$ cat src/hw/rtl/nsw_pkg.sv
package nsw_pkg;

  // Decimal digits kept for a magnitude of up to 2^31.
  localparam int NSW_DIGITS = 10;
  localparam int NSW_BCD_W = 4 * NSW_DIGITS;
  localparam int NSW_MAG_W = 32;
  // Two binary bits are folded into the BCD register per conversion step.
  localparam int NSW_BITS_PER_STEP = 2;
  localparam int NSW_CONV_STEPS = NSW_MAG_W / NSW_BITS_PER_STEP;
  localparam int NSW_CNT_W = $clog2(NSW_CONV_STEPS);

  localparam logic [NSW_MAG_W-1:0] NSW_BILLION = 32'd1000000000;
  localparam logic [NSW_MAG_W-1:0] NSW_INT_MAX = 32'h7FFF_FFFF;
  localparam logic [NSW_MAG_W-1:0] NSW_INT_MIN = 32'h8000_0000;

  typedef enum logic [3:0] {
    TK_CARD  = 4'd0,
    TK_ORD   = 4'd1,
    TK_MINUS = 4'd2,
    TK_HUND  = 4'd3,
    TK_THOU  = 4'd4,
    TK_MILL  = 4'd5,
    TK_BILL  = 4'd6,
    TK_OHUND = 4'd7,
    TK_OTHOU = 4'd8,
    TK_OMILL = 4'd9,
    TK_OBILL = 4'd10,
    TK_LAST  = 4'd11,
    TK_NONE  = 4'd12,
    TK_ERROR = 4'd13
  } tok_cls_t;

  typedef enum logic [2:0] {
    ST_IDLE,
    ST_CONV,
    ST_MINUS,
    ST_SPEC,
    ST_WORDS,
    ST_FLUSH
  } state_t;

  // Which token slot the datapath evaluates in the current cycle.
  typedef enum logic [1:0] {
    KIND_NONE,
    KIND_MINUS,
    KIND_SPEC,
    KIND_WORD
  } kind_t;

  typedef enum logic [1:0] {
    GRP_BIL,
    GRP_MIL,
    GRP_THO,
    GRP_UNI
  } grp_t;

  typedef enum logic [2:0] {
    SUB_HUNDW,
    SUB_HUND,
    SUB_TENS,
    SUB_ONES,
    SUB_GROUP
  } sub_t;

  typedef struct packed {
    logic  load;
    logic  conv;
    logic  capture;
    logic  flush;
    kind_t kind;
    grp_t  grp;
    sub_t  sub;
  } cmd_t;

  typedef struct packed {
    logic apply;
    logic pend_v;
    logic out_free;
  } stat_t;

endpackage

$ cat src/hw/rtl/number_to_spoken_word_tokens.sv
// Each token waits in a pending stage until the next token or the final flush, so the
// last token of a number is presented only after the flush step. A new number is
// accepted only when the controller is idle again, after the 16-step binary-to-decimal
// conversion and the walk over 22 token slots. Tokens leave at most one per cycle; a
// stalled output holds the walk.
// Reset: synchronous, active low; it clears the controller and the valid flags.
module number_to_spoken_word_tokens (
  input  logic               clk,
  input  logic               rst_n,
  input  logic               in_valid,
  output logic               in_ready,
  input  logic               in_op,
  input  logic signed [31:0] in_value,
  output logic               out_valid,
  input  logic               out_ready,
  output logic [3:0]         out_token_class,
  output logic [6:0]         out_word_value,
  output logic               out_last
);

  // The controller accepts one request at a time. After the accept it runs
  // the datapath's double-dabble converter, two magnitude bits a cycle,
  // which leaves ten decimal digits. It then walks the token slots:
  // the minus sign, one slot for the special cases (zero, the cardinal range
  // error, the ordinal largest value), and five slots for each of the billion,
  // million, thousand and unit groups (hundreds word, hundred, tens word,
  // ones or teens word, group name). Each slot either yields a token or is
  // skipped.
  //
  // A yielded token first sits in a pending stage. When the next token
  // arrives, the pending one moves to the output register with last clear;
  // after the final slot the flush step moves it with last set. The output
  // register decouples the walk from the consumer, so the walk stalls only
  // when both stages are full.

  nsw_pkg::cmd_t  cmd;
  nsw_pkg::stat_t stat;

  nsw_ctrl u_ctrl (
    .clk      (clk),
    .rst_n    (rst_n),
    .in_valid (in_valid),
    .in_ready (in_ready),
    .stat     (stat),
    .cmd      (cmd)
  );

  nsw_dp u_dp (
    .clk             (clk),
    .rst_n           (rst_n),
    .in_op           (in_op),
    .in_value        (in_value),
    .cmd             (cmd),
    .stat            (stat),
    .out_valid       (out_valid),
    .out_ready       (out_ready),
    .out_token_class (out_token_class),
    .out_word_value  (out_word_value),
    .out_last        (out_last)
  );

endmodule

$ cat src/hw/rtl/nsw_ctrl.sv
module nsw_ctrl (
  input  logic            clk,
  input  logic            rst_n,
  input  logic            in_valid,
  output logic            in_ready,
  input  nsw_pkg::stat_t  stat,
  output nsw_pkg::cmd_t   cmd
);

  nsw_pkg::state_t state_r, state_nxt;
  logic [nsw_pkg::NSW_CNT_W-1:0] cnt_r, cnt_nxt;
  nsw_pkg::grp_t grp_r, grp_nxt;
  nsw_pkg::sub_t sub_r, sub_nxt;
  logic step_go;
  logic speaking;

  // A slot moves on when it has nothing to say or its token can be stored.
  assign step_go = !stat.apply || !stat.pend_v || stat.out_free;
  assign speaking = (state_r == nsw_pkg::ST_MINUS) || (state_r == nsw_pkg::ST_SPEC) ||
                    (state_r == nsw_pkg::ST_WORDS);

  always_ff @(posedge clk) begin
    if (!rst_n) begin
      state_r <= nsw_pkg::ST_IDLE;
      cnt_r   <= '0;
      grp_r   <= nsw_pkg::GRP_BIL;
      sub_r   <= nsw_pkg::SUB_HUNDW;
    end else begin
      state_r <= state_nxt;
      cnt_r   <= cnt_nxt;
      grp_r   <= grp_nxt;
      sub_r   <= sub_nxt;
    end
  end

  always_comb begin
    state_nxt = state_r;
    cnt_nxt   = cnt_r;
    grp_nxt   = grp_r;
    sub_nxt   = sub_r;
    unique case (state_r)
      nsw_pkg::ST_IDLE: begin
        if (in_valid) begin
          state_nxt = nsw_pkg::ST_CONV;
          cnt_nxt   = '0;
        end
      end
      nsw_pkg::ST_CONV: begin
        cnt_nxt = cnt_r + 1'b1;
        if (cnt_r == nsw_pkg::NSW_CNT_W'(nsw_pkg::NSW_CONV_STEPS - 1)) begin
          state_nxt = nsw_pkg::ST_MINUS;
        end
      end
      nsw_pkg::ST_MINUS: begin
        if (step_go) begin
          state_nxt = nsw_pkg::ST_SPEC;
        end
      end
      nsw_pkg::ST_SPEC: begin
        if (step_go) begin
          state_nxt = nsw_pkg::ST_WORDS;
          grp_nxt   = nsw_pkg::GRP_BIL;
          sub_nxt   = nsw_pkg::SUB_HUNDW;
        end
      end
      nsw_pkg::ST_WORDS: begin
        if (step_go) begin
          if (sub_r == nsw_pkg::SUB_GROUP) begin
            sub_nxt = nsw_pkg::SUB_HUNDW;
            if (grp_r == nsw_pkg::GRP_UNI) begin
              state_nxt = nsw_pkg::ST_FLUSH;
            end else begin
              grp_nxt = nsw_pkg::grp_t'(grp_r + 2'd1);
            end
          end else begin
            sub_nxt = nsw_pkg::sub_t'(sub_r + 3'd1);
          end
        end
      end
      nsw_pkg::ST_FLUSH: begin
        if (!stat.pend_v || stat.out_free) begin
          state_nxt = nsw_pkg::ST_IDLE;
        end
      end
      default: state_nxt = nsw_pkg::ST_IDLE;
    endcase
  end

  always_comb begin
    in_ready    = (state_r == nsw_pkg::ST_IDLE);
    cmd.load    = (state_r == nsw_pkg::ST_IDLE) && in_valid;
    cmd.conv    = (state_r == nsw_pkg::ST_CONV);
    cmd.capture = speaking && stat.apply && (!stat.pend_v || stat.out_free);
    cmd.flush   = (state_r == nsw_pkg::ST_FLUSH) && stat.pend_v && stat.out_free;
    cmd.grp     = grp_r;
    cmd.sub     = sub_r;
    unique case (state_r)
      nsw_pkg::ST_MINUS: cmd.kind = nsw_pkg::KIND_MINUS;
      nsw_pkg::ST_SPEC:  cmd.kind = nsw_pkg::KIND_SPEC;
      nsw_pkg::ST_WORDS: cmd.kind = nsw_pkg::KIND_WORD;
      default:           cmd.kind = nsw_pkg::KIND_NONE;
    endcase
  end

endmodule

$ cat src/hw/rtl/nsw_dp.sv
module nsw_dp (
  input  logic                clk,
  input  logic                rst_n,
  input  logic                in_op,
  input  logic signed [31:0]  in_value,
  input  nsw_pkg::cmd_t       cmd,
  output nsw_pkg::stat_t      stat,
  output logic                out_valid,
  input  logic                out_ready,
  output logic [3:0]          out_token_class,
  output logic [6:0]          out_word_value,
  output logic                out_last
);

  logic                               op_r;
  logic [nsw_pkg::NSW_MAG_W-1:0]      u_r;
  logic [nsw_pkg::NSW_MAG_W-1:0]      mag_r;
  logic [nsw_pkg::NSW_MAG_W-1:0]      sh_r;
  logic [nsw_pkg::NSW_BCD_W-1:0]      bcd_r;
  logic [nsw_pkg::NSW_MAG_W-1:0]      u_in;
  logic [nsw_pkg::NSW_MAG_W-1:0]      mag_in;

  nsw_pkg::tok_cls_t pend_cls_r, out_cls_r, cur_cls;
  logic [6:0] pend_word_r, out_word_r, cur_word;
  logic pend_v_r, out_valid_r, out_last_r;
  logic cur_apply;
  logic out_free, push;

  logic is_zero, is_min, is_big, is_max, words_on;
  logic [3:0] h, t, o;
  logic nz_b, nz_m, nz_t, nz_u, nz_g, rest_nz, hi_before;
  logic is_u, is_t, t_one, gate;
  logic [6:0] tens7, rem7;
  logic bcd_ok;

  function automatic logic [nsw_pkg::NSW_BCD_W-1:0] dd_step(
    input logic [nsw_pkg::NSW_BCD_W-1:0] b,
    input logic                          bit_in
  );
    logic [nsw_pkg::NSW_BCD_W-1:0] a;
    a = b;
    for (int i = 0; i < nsw_pkg::NSW_DIGITS; i++) begin
      if (a[4*i +: 4] > 4'd4) begin
        a[4*i +: 4] = a[4*i +: 4] + 4'd3;
      end
    end
    return {a[nsw_pkg::NSW_BCD_W-2:0], bit_in};
  endfunction

  assign u_in   = in_value;
  assign mag_in = u_in[31] ? (~u_in + 32'd1) : u_in;

  always_ff @(posedge clk) begin
    if (cmd.load) begin
      op_r  <= in_op;
      u_r   <= u_in;
      mag_r <= mag_in;
      sh_r  <= mag_in;
      bcd_r <= '0;
    end else if (cmd.conv) begin
      bcd_r <= dd_step(dd_step(bcd_r, sh_r[31]), sh_r[30]);
      sh_r  <= {sh_r[29:0], 2'b00};
    end
  end

  // Special cases of the whole number.
  assign is_zero  = (u_r == '0);
  assign is_min   = (u_r == nsw_pkg::NSW_INT_MIN);
  assign is_big   = (mag_r >= nsw_pkg::NSW_BILLION);
  assign is_max   = (mag_r == nsw_pkg::NSW_INT_MAX);
  assign words_on = !is_zero && !is_min && !(!op_r && is_big) && !(op_r && is_max);

  assign nz_b = (bcd_r[39:36] != 4'd0);
  assign nz_m = (bcd_r[35:24] != 12'd0);
  assign nz_t = (bcd_r[23:12] != 12'd0);
  assign nz_u = (bcd_r[11:0] != 12'd0);

  always_comb begin
    unique case (cmd.grp)
      nsw_pkg::GRP_BIL: begin
        h = 4'd0; t = 4'd0; o = bcd_r[39:36];
        nz_g = nz_b; rest_nz = nz_m || nz_t || nz_u; hi_before = 1'b0;
      end
      nsw_pkg::GRP_MIL: begin
        h = bcd_r[35:32]; t = bcd_r[31:28]; o = bcd_r[27:24];
        nz_g = nz_m; rest_nz = nz_t || nz_u; hi_before = nz_b;
      end
      nsw_pkg::GRP_THO: begin
        h = bcd_r[23:20]; t = bcd_r[19:16]; o = bcd_r[15:12];
        nz_g = nz_t; rest_nz = nz_u; hi_before = nz_b || nz_m;
      end
      default: begin
        h = bcd_r[11:8]; t = bcd_r[7:4]; o = bcd_r[3:0];
        nz_g = nz_u; rest_nz = 1'b0; hi_before = nz_b || nz_m || nz_t;
      end
    endcase
  end

  assign is_u  = (cmd.grp == nsw_pkg::GRP_UNI);
  assign is_t  = (cmd.grp == nsw_pkg::GRP_THO);
  assign t_one = (h == 4'd0) && (t == 4'd0) && (o == 4'd1);
  // In ordinal mode a lone one thousand drops its "one" unless a higher group came first.
  assign gate  = nz_g && !(op_r && is_t && t_one && !hi_before);
  assign tens7 = {t, 3'b000} + {2'b00, t, 1'b0};
  assign rem7  = tens7 + {3'b000, o};

  always_comb begin
    cur_apply = 1'b0;
    cur_cls   = nsw_pkg::TK_CARD;
    cur_word  = 7'd0;
    unique case (cmd.kind)
      nsw_pkg::KIND_MINUS: begin
        cur_apply = u_r[31];
        cur_cls   = nsw_pkg::TK_MINUS;
      end
      nsw_pkg::KIND_SPEC: begin
        if (is_zero) begin
          cur_apply = 1'b1;
          cur_cls   = op_r ? nsw_pkg::TK_NONE : nsw_pkg::TK_CARD;
        end else if (!is_min && !op_r && is_big) begin
          cur_apply = 1'b1;
          cur_cls   = nsw_pkg::TK_ERROR;
        end else if (!is_min && op_r && is_max) begin
          cur_apply = 1'b1;
          cur_cls   = nsw_pkg::TK_LAST;
        end
      end
      nsw_pkg::KIND_WORD: begin
        unique case (cmd.sub)
          nsw_pkg::SUB_HUNDW: begin
            // Ordinal units group drops a leading "one" before hundred unless a higher group came first.
            cur_apply = words_on && gate && (h != 4'd0) &&
                        !(op_r && is_u && (h == 4'd1) && !hi_before);
            cur_word  = {3'b000, h};
          end
          nsw_pkg::SUB_HUND: begin
            cur_apply = words_on && gate && (h != 4'd0);
            cur_cls   = (op_r && is_u && (t == 4'd0) && (o == 4'd0)) ?
                        nsw_pkg::TK_OHUND : nsw_pkg::TK_HUND;
          end
          nsw_pkg::SUB_TENS: begin
            cur_apply = words_on && gate && (t > 4'd1);
            cur_word  = tens7;
            cur_cls   = (op_r && is_u && (o == 4'd0)) ? nsw_pkg::TK_ORD : nsw_pkg::TK_CARD;
          end
          nsw_pkg::SUB_ONES: begin
            if (t > 4'd1) begin
              cur_apply = words_on && gate && (o != 4'd0);
              cur_word  = {3'b000, o};
            end else begin
              cur_apply = words_on && gate && (rem7 != 7'd0);
              cur_word  = rem7;
            end
            cur_cls = (op_r && is_u) ? nsw_pkg::TK_ORD : nsw_pkg::TK_CARD;
          end
          nsw_pkg::SUB_GROUP: begin
            cur_apply = words_on && nz_g && !is_u;
            unique case (cmd.grp)
              nsw_pkg::GRP_BIL: cur_cls = (op_r && !rest_nz) ? nsw_pkg::TK_OBILL : nsw_pkg::TK_BILL;
              nsw_pkg::GRP_MIL: cur_cls = (op_r && !rest_nz) ? nsw_pkg::TK_OMILL : nsw_pkg::TK_MILL;
              default:          cur_cls = (op_r && !rest_nz) ? nsw_pkg::TK_OTHOU : nsw_pkg::TK_THOU;
            endcase
          end
          default: cur_apply = 1'b0;
        endcase
      end
      default: cur_apply = 1'b0;
    endcase
  end

  // One token waits in the pending stage until the next one, or the end of the
  // item, tells whether it is the last.
  assign out_free = !out_valid_r || out_ready;
  assign push     = (cmd.capture && pend_v_r) || cmd.flush;

  always_ff @(posedge clk) begin
    if (!rst_n) begin
      pend_v_r    <= 1'b0;
      out_valid_r <= 1'b0;
    end else begin
      if (cmd.load || cmd.flush) begin
        pend_v_r <= 1'b0;
      end else if (cmd.capture) begin
        pend_v_r <= 1'b1;
      end
      if (push) begin
        out_valid_r <= 1'b1;
      end else if (out_ready) begin
        out_valid_r <= 1'b0;
      end
    end
  end

  always_ff @(posedge clk) begin
    if (cmd.capture) begin
      pend_cls_r  <= cur_cls;
      pend_word_r <= cur_word;
    end
    if (push) begin
      out_cls_r  <= pend_cls_r;
      out_word_r <= pend_word_r;
      out_last_r <= cmd.flush;
    end
  end

  assign stat.apply    = cur_apply;
  assign stat.pend_v   = pend_v_r;
  assign stat.out_free = out_free;

  assign out_valid       = out_valid_r;
  assign out_token_class = out_cls_r;
  assign out_word_value  = out_word_r;
  assign out_last        = out_last_r;

  always_comb begin
    bcd_ok = 1'b1;
    for (int i = 0; i < nsw_pkg::NSW_DIGITS; i++) begin
      if (bcd_r[4*i +: 4] > 4'd9) begin
        bcd_ok = 1'b0;
      end
    end
  end

  a_capture_room: assert property (@(posedge clk) disable iff (!rst_n)
    cmd.capture && pend_v_r |-> out_free)
    else $error("token captured while pending and output stages are full");

  a_flush_ok: assert property (@(posedge clk) disable iff (!rst_n)
    cmd.flush |-> pend_v_r && out_free)
    else $error("flush without a pending token or a free output stage");

  a_bcd_digits: assert property (@(posedge clk) disable iff (!rst_n)
    $past(cmd.load) || $past(cmd.conv) |-> bcd_ok)
    else $error("decimal digit out of range after conversion step");

endmodule
$ cat config.mk
export PLATFORM = sky130hd
export DESIGN_NAME = number_to_spoken_word_tokens
export DESIGN_NICKNAME = d
export VERILOG_FILES = /design/src/hw/rtl/nsw_pkg.sv /design/src/hw/rtl/number_to_spoken_word_tokens.sv /design/src/hw/rtl/nsw_ctrl.sv /design/src/hw/rtl/nsw_dp.sv
export SDC_FILE = /design/constraint.sdc
export NUM_CORES = 1
export LEC_CHECK = 0
export ABC_AREA = 1
export BUFFER_PORTS_ARGS = -buffer_cell sky130_fd_sc_hd__buf_2
export CORE_AREA = 8 8 158 130
export CTS_CLUSTER_DIAMETER = 120
export CTS_CLUSTER_SIZE = 28
export DETAILED_ROUTE_END_ITERATION = 7
export DIE_AREA = 0 0 166 138
export PLACE_DENSITY = 0.76
export SLEW_MARGIN = 0
export SYNTH_ARGS = -nofsm -noshare
export SYNTH_HDL_FRONTEND = slang
export SYNTH_SLANG_ARGS = --single-unit
$ cat constraint.sdc
create_clock -name clk -period 3.57 [get_ports clk]
set_input_delay 0 -clock clk [delete_from_list [all_inputs] [get_ports clk]]
set_output_delay 0 -clock clk [all_outputs]
set_load 0.1 [all_outputs]
==> results.ini <==
[status]
status=completed

[placement]
hpwl_mm=16.9
port_buffers=50
gp_congestion=0.945
placed_area_um2=10500
place_inst=1487

[floorplanning]
die_h_um=138
initial_core_util_pct=55.1
boundaryPins=51
dieArea_um2=22900
fp.dieW_um=166
coreArea_um2=17900
core.rowCount=44

[logic_synthesis]
yosys_warnings=0
synth_nets=1287
synth-seq-area-share_pct=47.2
synth_seq_cells=173
synth-adder-area-share_pct=5.10
synth_simple_gate_area_share_pct=23.5
synth_top_family_by_area=simple AND/OR/NAND/NOR gates
synth_mux_area_share_pct=0.114
synth_area_um2=9870
ys_async_sr_fraction_pct=0
synth_edf_count=119
synth_cell_types=46
synth_top_flop_cell=edfxtp_1
synth_cells=1211
synth-xor-area-share_pct=4.71
avgSynthCellArea_um2=8.15
synth_compound_area_share_pct=11.8

[critical_path]
arrival_ns=3.62
path_delay_family=simple AND/OR/NAND/NOR gates
critical_path_class=register to register
cp_max_fo=6
cp-end-kind=register
crit_path_frequent_cell=nand2_1
cp-start-kind=register
crit_buf_inv=6
cp_slowest_cell=fa_1
max_stage_delay_ns=0.50
required_ns=3.73

[cts]
cts_tree=done
clockBufferDepth=2
htreeDepth=4
root_buffer=clkbuf_16
cts.clk_slew.worst_paths_ns=0.08
clock_latency_ns=0.44
clock-sinks=173
numCtsBuffers=17

[run]
drv_cap=0

[detailed_routing]
vias=8652
wire_per_inst_um=15.7
first_iter_violations=774
drtPass1Iterations=5
drc_errors=0
ant_nets=0
wirelength_mm=24.6
avgViaCountPerCell=5.52

[global_routing]
antenna_found_initial=1
grt_use_total_pct=21.3
grt_pass1_wl_mm=40.2
grt_pass1_vias=8162
grt_start_max_net_pins=93
grt_overflow=0

[layout]
final_common_cell=nand2_1
final_nets=1401
mostFrequentLayoutCells=259 x nand2_1, 152 x inv_1, 119 x edfxtp_1
fin_area_um2=11700
layout-drive-gt1-share_pct=14.6
area_delta_synth_final_pct=18.5
stdcell_count=1568
antenna_cells=0

[timing]
hold_ws_ns=0.0167
finalHoldViolCount=0
skew_ns=0.0132
fin_setup_tns_ns=0
max_freq_mhz=289
rsz0062_at_grt=true
period_needed_ns=3.46
fin_crit_sh_pct=96.8
finalMaxSlewViolations=0
slew_headroom_pct=29.4
tightest_slew_ns=1.06
setup_viol=0

[hold_path]
hold_class=input port to register

[pwr]
fin_total_pwr_uw=9590
pwr_density_cell_nw_per_um2=820
vdd_drop_max_mv=0.433
p_leak_uw=0.00501

-- power breakdown --
group | switching [uW] | internal, uW
Combinational | 2850 | 1470
Clock | 890 | 1000
Sequential | 382 | 3000
-- cells in the mapped netlist, types with 2 or more instances --
cell type  number  area, um^2
nor4_1         14        87.6
a21oi_2         3        26.3
edfxtp_1      119        3570
or2_2          14        87.6
buf_4           3        22.5
ha_1           37         463
o21ai_0       108         541
inv_1         161         604
clkbuf_1       20        75.1
o22ai_1         9        56.3
nand2_2         3        18.8
xor2_1         40         350
xnor2_1        13         114
a31oi_1         5        31.3
nand3_1        64         320
nor2_1        109         409
fa_1            2        40.0
nor2_2          4        25.0
o21ai_1        10        50.1
o31ai_1         2        15.0
nand3_2         5        50.1
nor3_2          3        30.0
nor3_1         27         135
nand2_1       267        1000
nand4_1        16         100
a21oi_1        68         340
inv_2           6        22.5
o211ai_1        6        45.0
o2111ai_1       2        17.5
buf_2           2        10.0
dfxtp_1        54        1080
-- through the flow --
step / worst slack [ns] / util, %
6_report: 0.114 / 65.3
5_1_grt: -0.142 / 65.3
4_1_cts: 0.00261 / 63.9
3_5_place_dp: -0.0906 / 58.5
3_3_place_gp: 0.0517 / 58.5
2_1_floorplan: 0.0915 / -
-- cells by family (layout without fill, tap and decap cells) --
group                    count (synthesis)  count (layout)
AND/OR/NAND/NOR                        533             533
AO/OA/AOI/OAI                          218             218
buffers and inverters                  194             321
adder cells (fa/ha/maj)                 39              39
multiplexers                             1               1
XOR/XNOR                                53              53
flip-flops                             173             173
-- sequential cells by signal, indices dropped and copies added, names as in the netlist --
signal                flops
u_dp.bcd_r               40
u_dp.mag_r               32
u_dp.sh_r                32
u_dp.u_r                 31
u_dp.out_word_value       7
u_dp.pend_word_r          7
u_ctrl.cnt_r              4
u_dp.out_token_class      4
u_dp.pend_cls_r           4
u_ctrl.state_r            3
u_ctrl.sub_r              3
u_ctrl.grp_r              2
u_dp.op_r                 1
u_dp.out_last             1
u_dp.out_valid            1
u_dp.pend_v_r             1
-- layout make-up --
cell class                 instances  area [um^2]
fill                            1430         6200
sequential                       173         4660
multi-input combinational        844         4580
timing repair buffer             120          913
inverter                         168          641
clock buffer                      17          425
tap                              230          288
clock inverter                    15          169
timing repair inverter             1         7.51
-- per-layer routing --
| metal | share of wire (%) | wire (um) | GRT usage (%) |
|---|---|---|---|
| met5 | 0.041 | 10 | 0 |
| met1 | 45 | 11000 | 28.1 |
| met3 | 6.7 | 1650 | 4.58 |
| met4 | 1.6 | 403 | 6.64 |
| met2 | 47 | 11500 | 34.4 |
-- tightest hold or removal path, stage by stage --
cell,delay (ns)
buf_2,0.09
nand2_1,0.08
clkinv_2,0.05
nor2_1,0.07
nand2_1,0.07
a21oi_1,0.05
-- final timing paths --
path,startpoint,endpoint,slack (ns),cells past startpoint
max,u_ctrl.grp_r[0],u_dp.out_token_class[0],0.11,25
min,in_valid,u_ctrl.cnt_r[1],0.02,6
max reg2reg,u_ctrl.grp_r[0],u_dp.out_token_class[0],0.11,25
min reg2reg,u_dp.pend_word_r[5],u_dp.out_word_value[5],0.42,0
-- what timing repair did --
item                                    4_1_cts  5_1_grt
pin swaps                                     0       17
endpoints found under the setup margin       12       32
endpoints found under the hold margin        66        0
gates cloned                                  1        1
gates resized for setup                       6       45
setup buffers                                 0       13
hold buffers                                 34        0
Note: power is estimated with default switching activity, not from simulation.
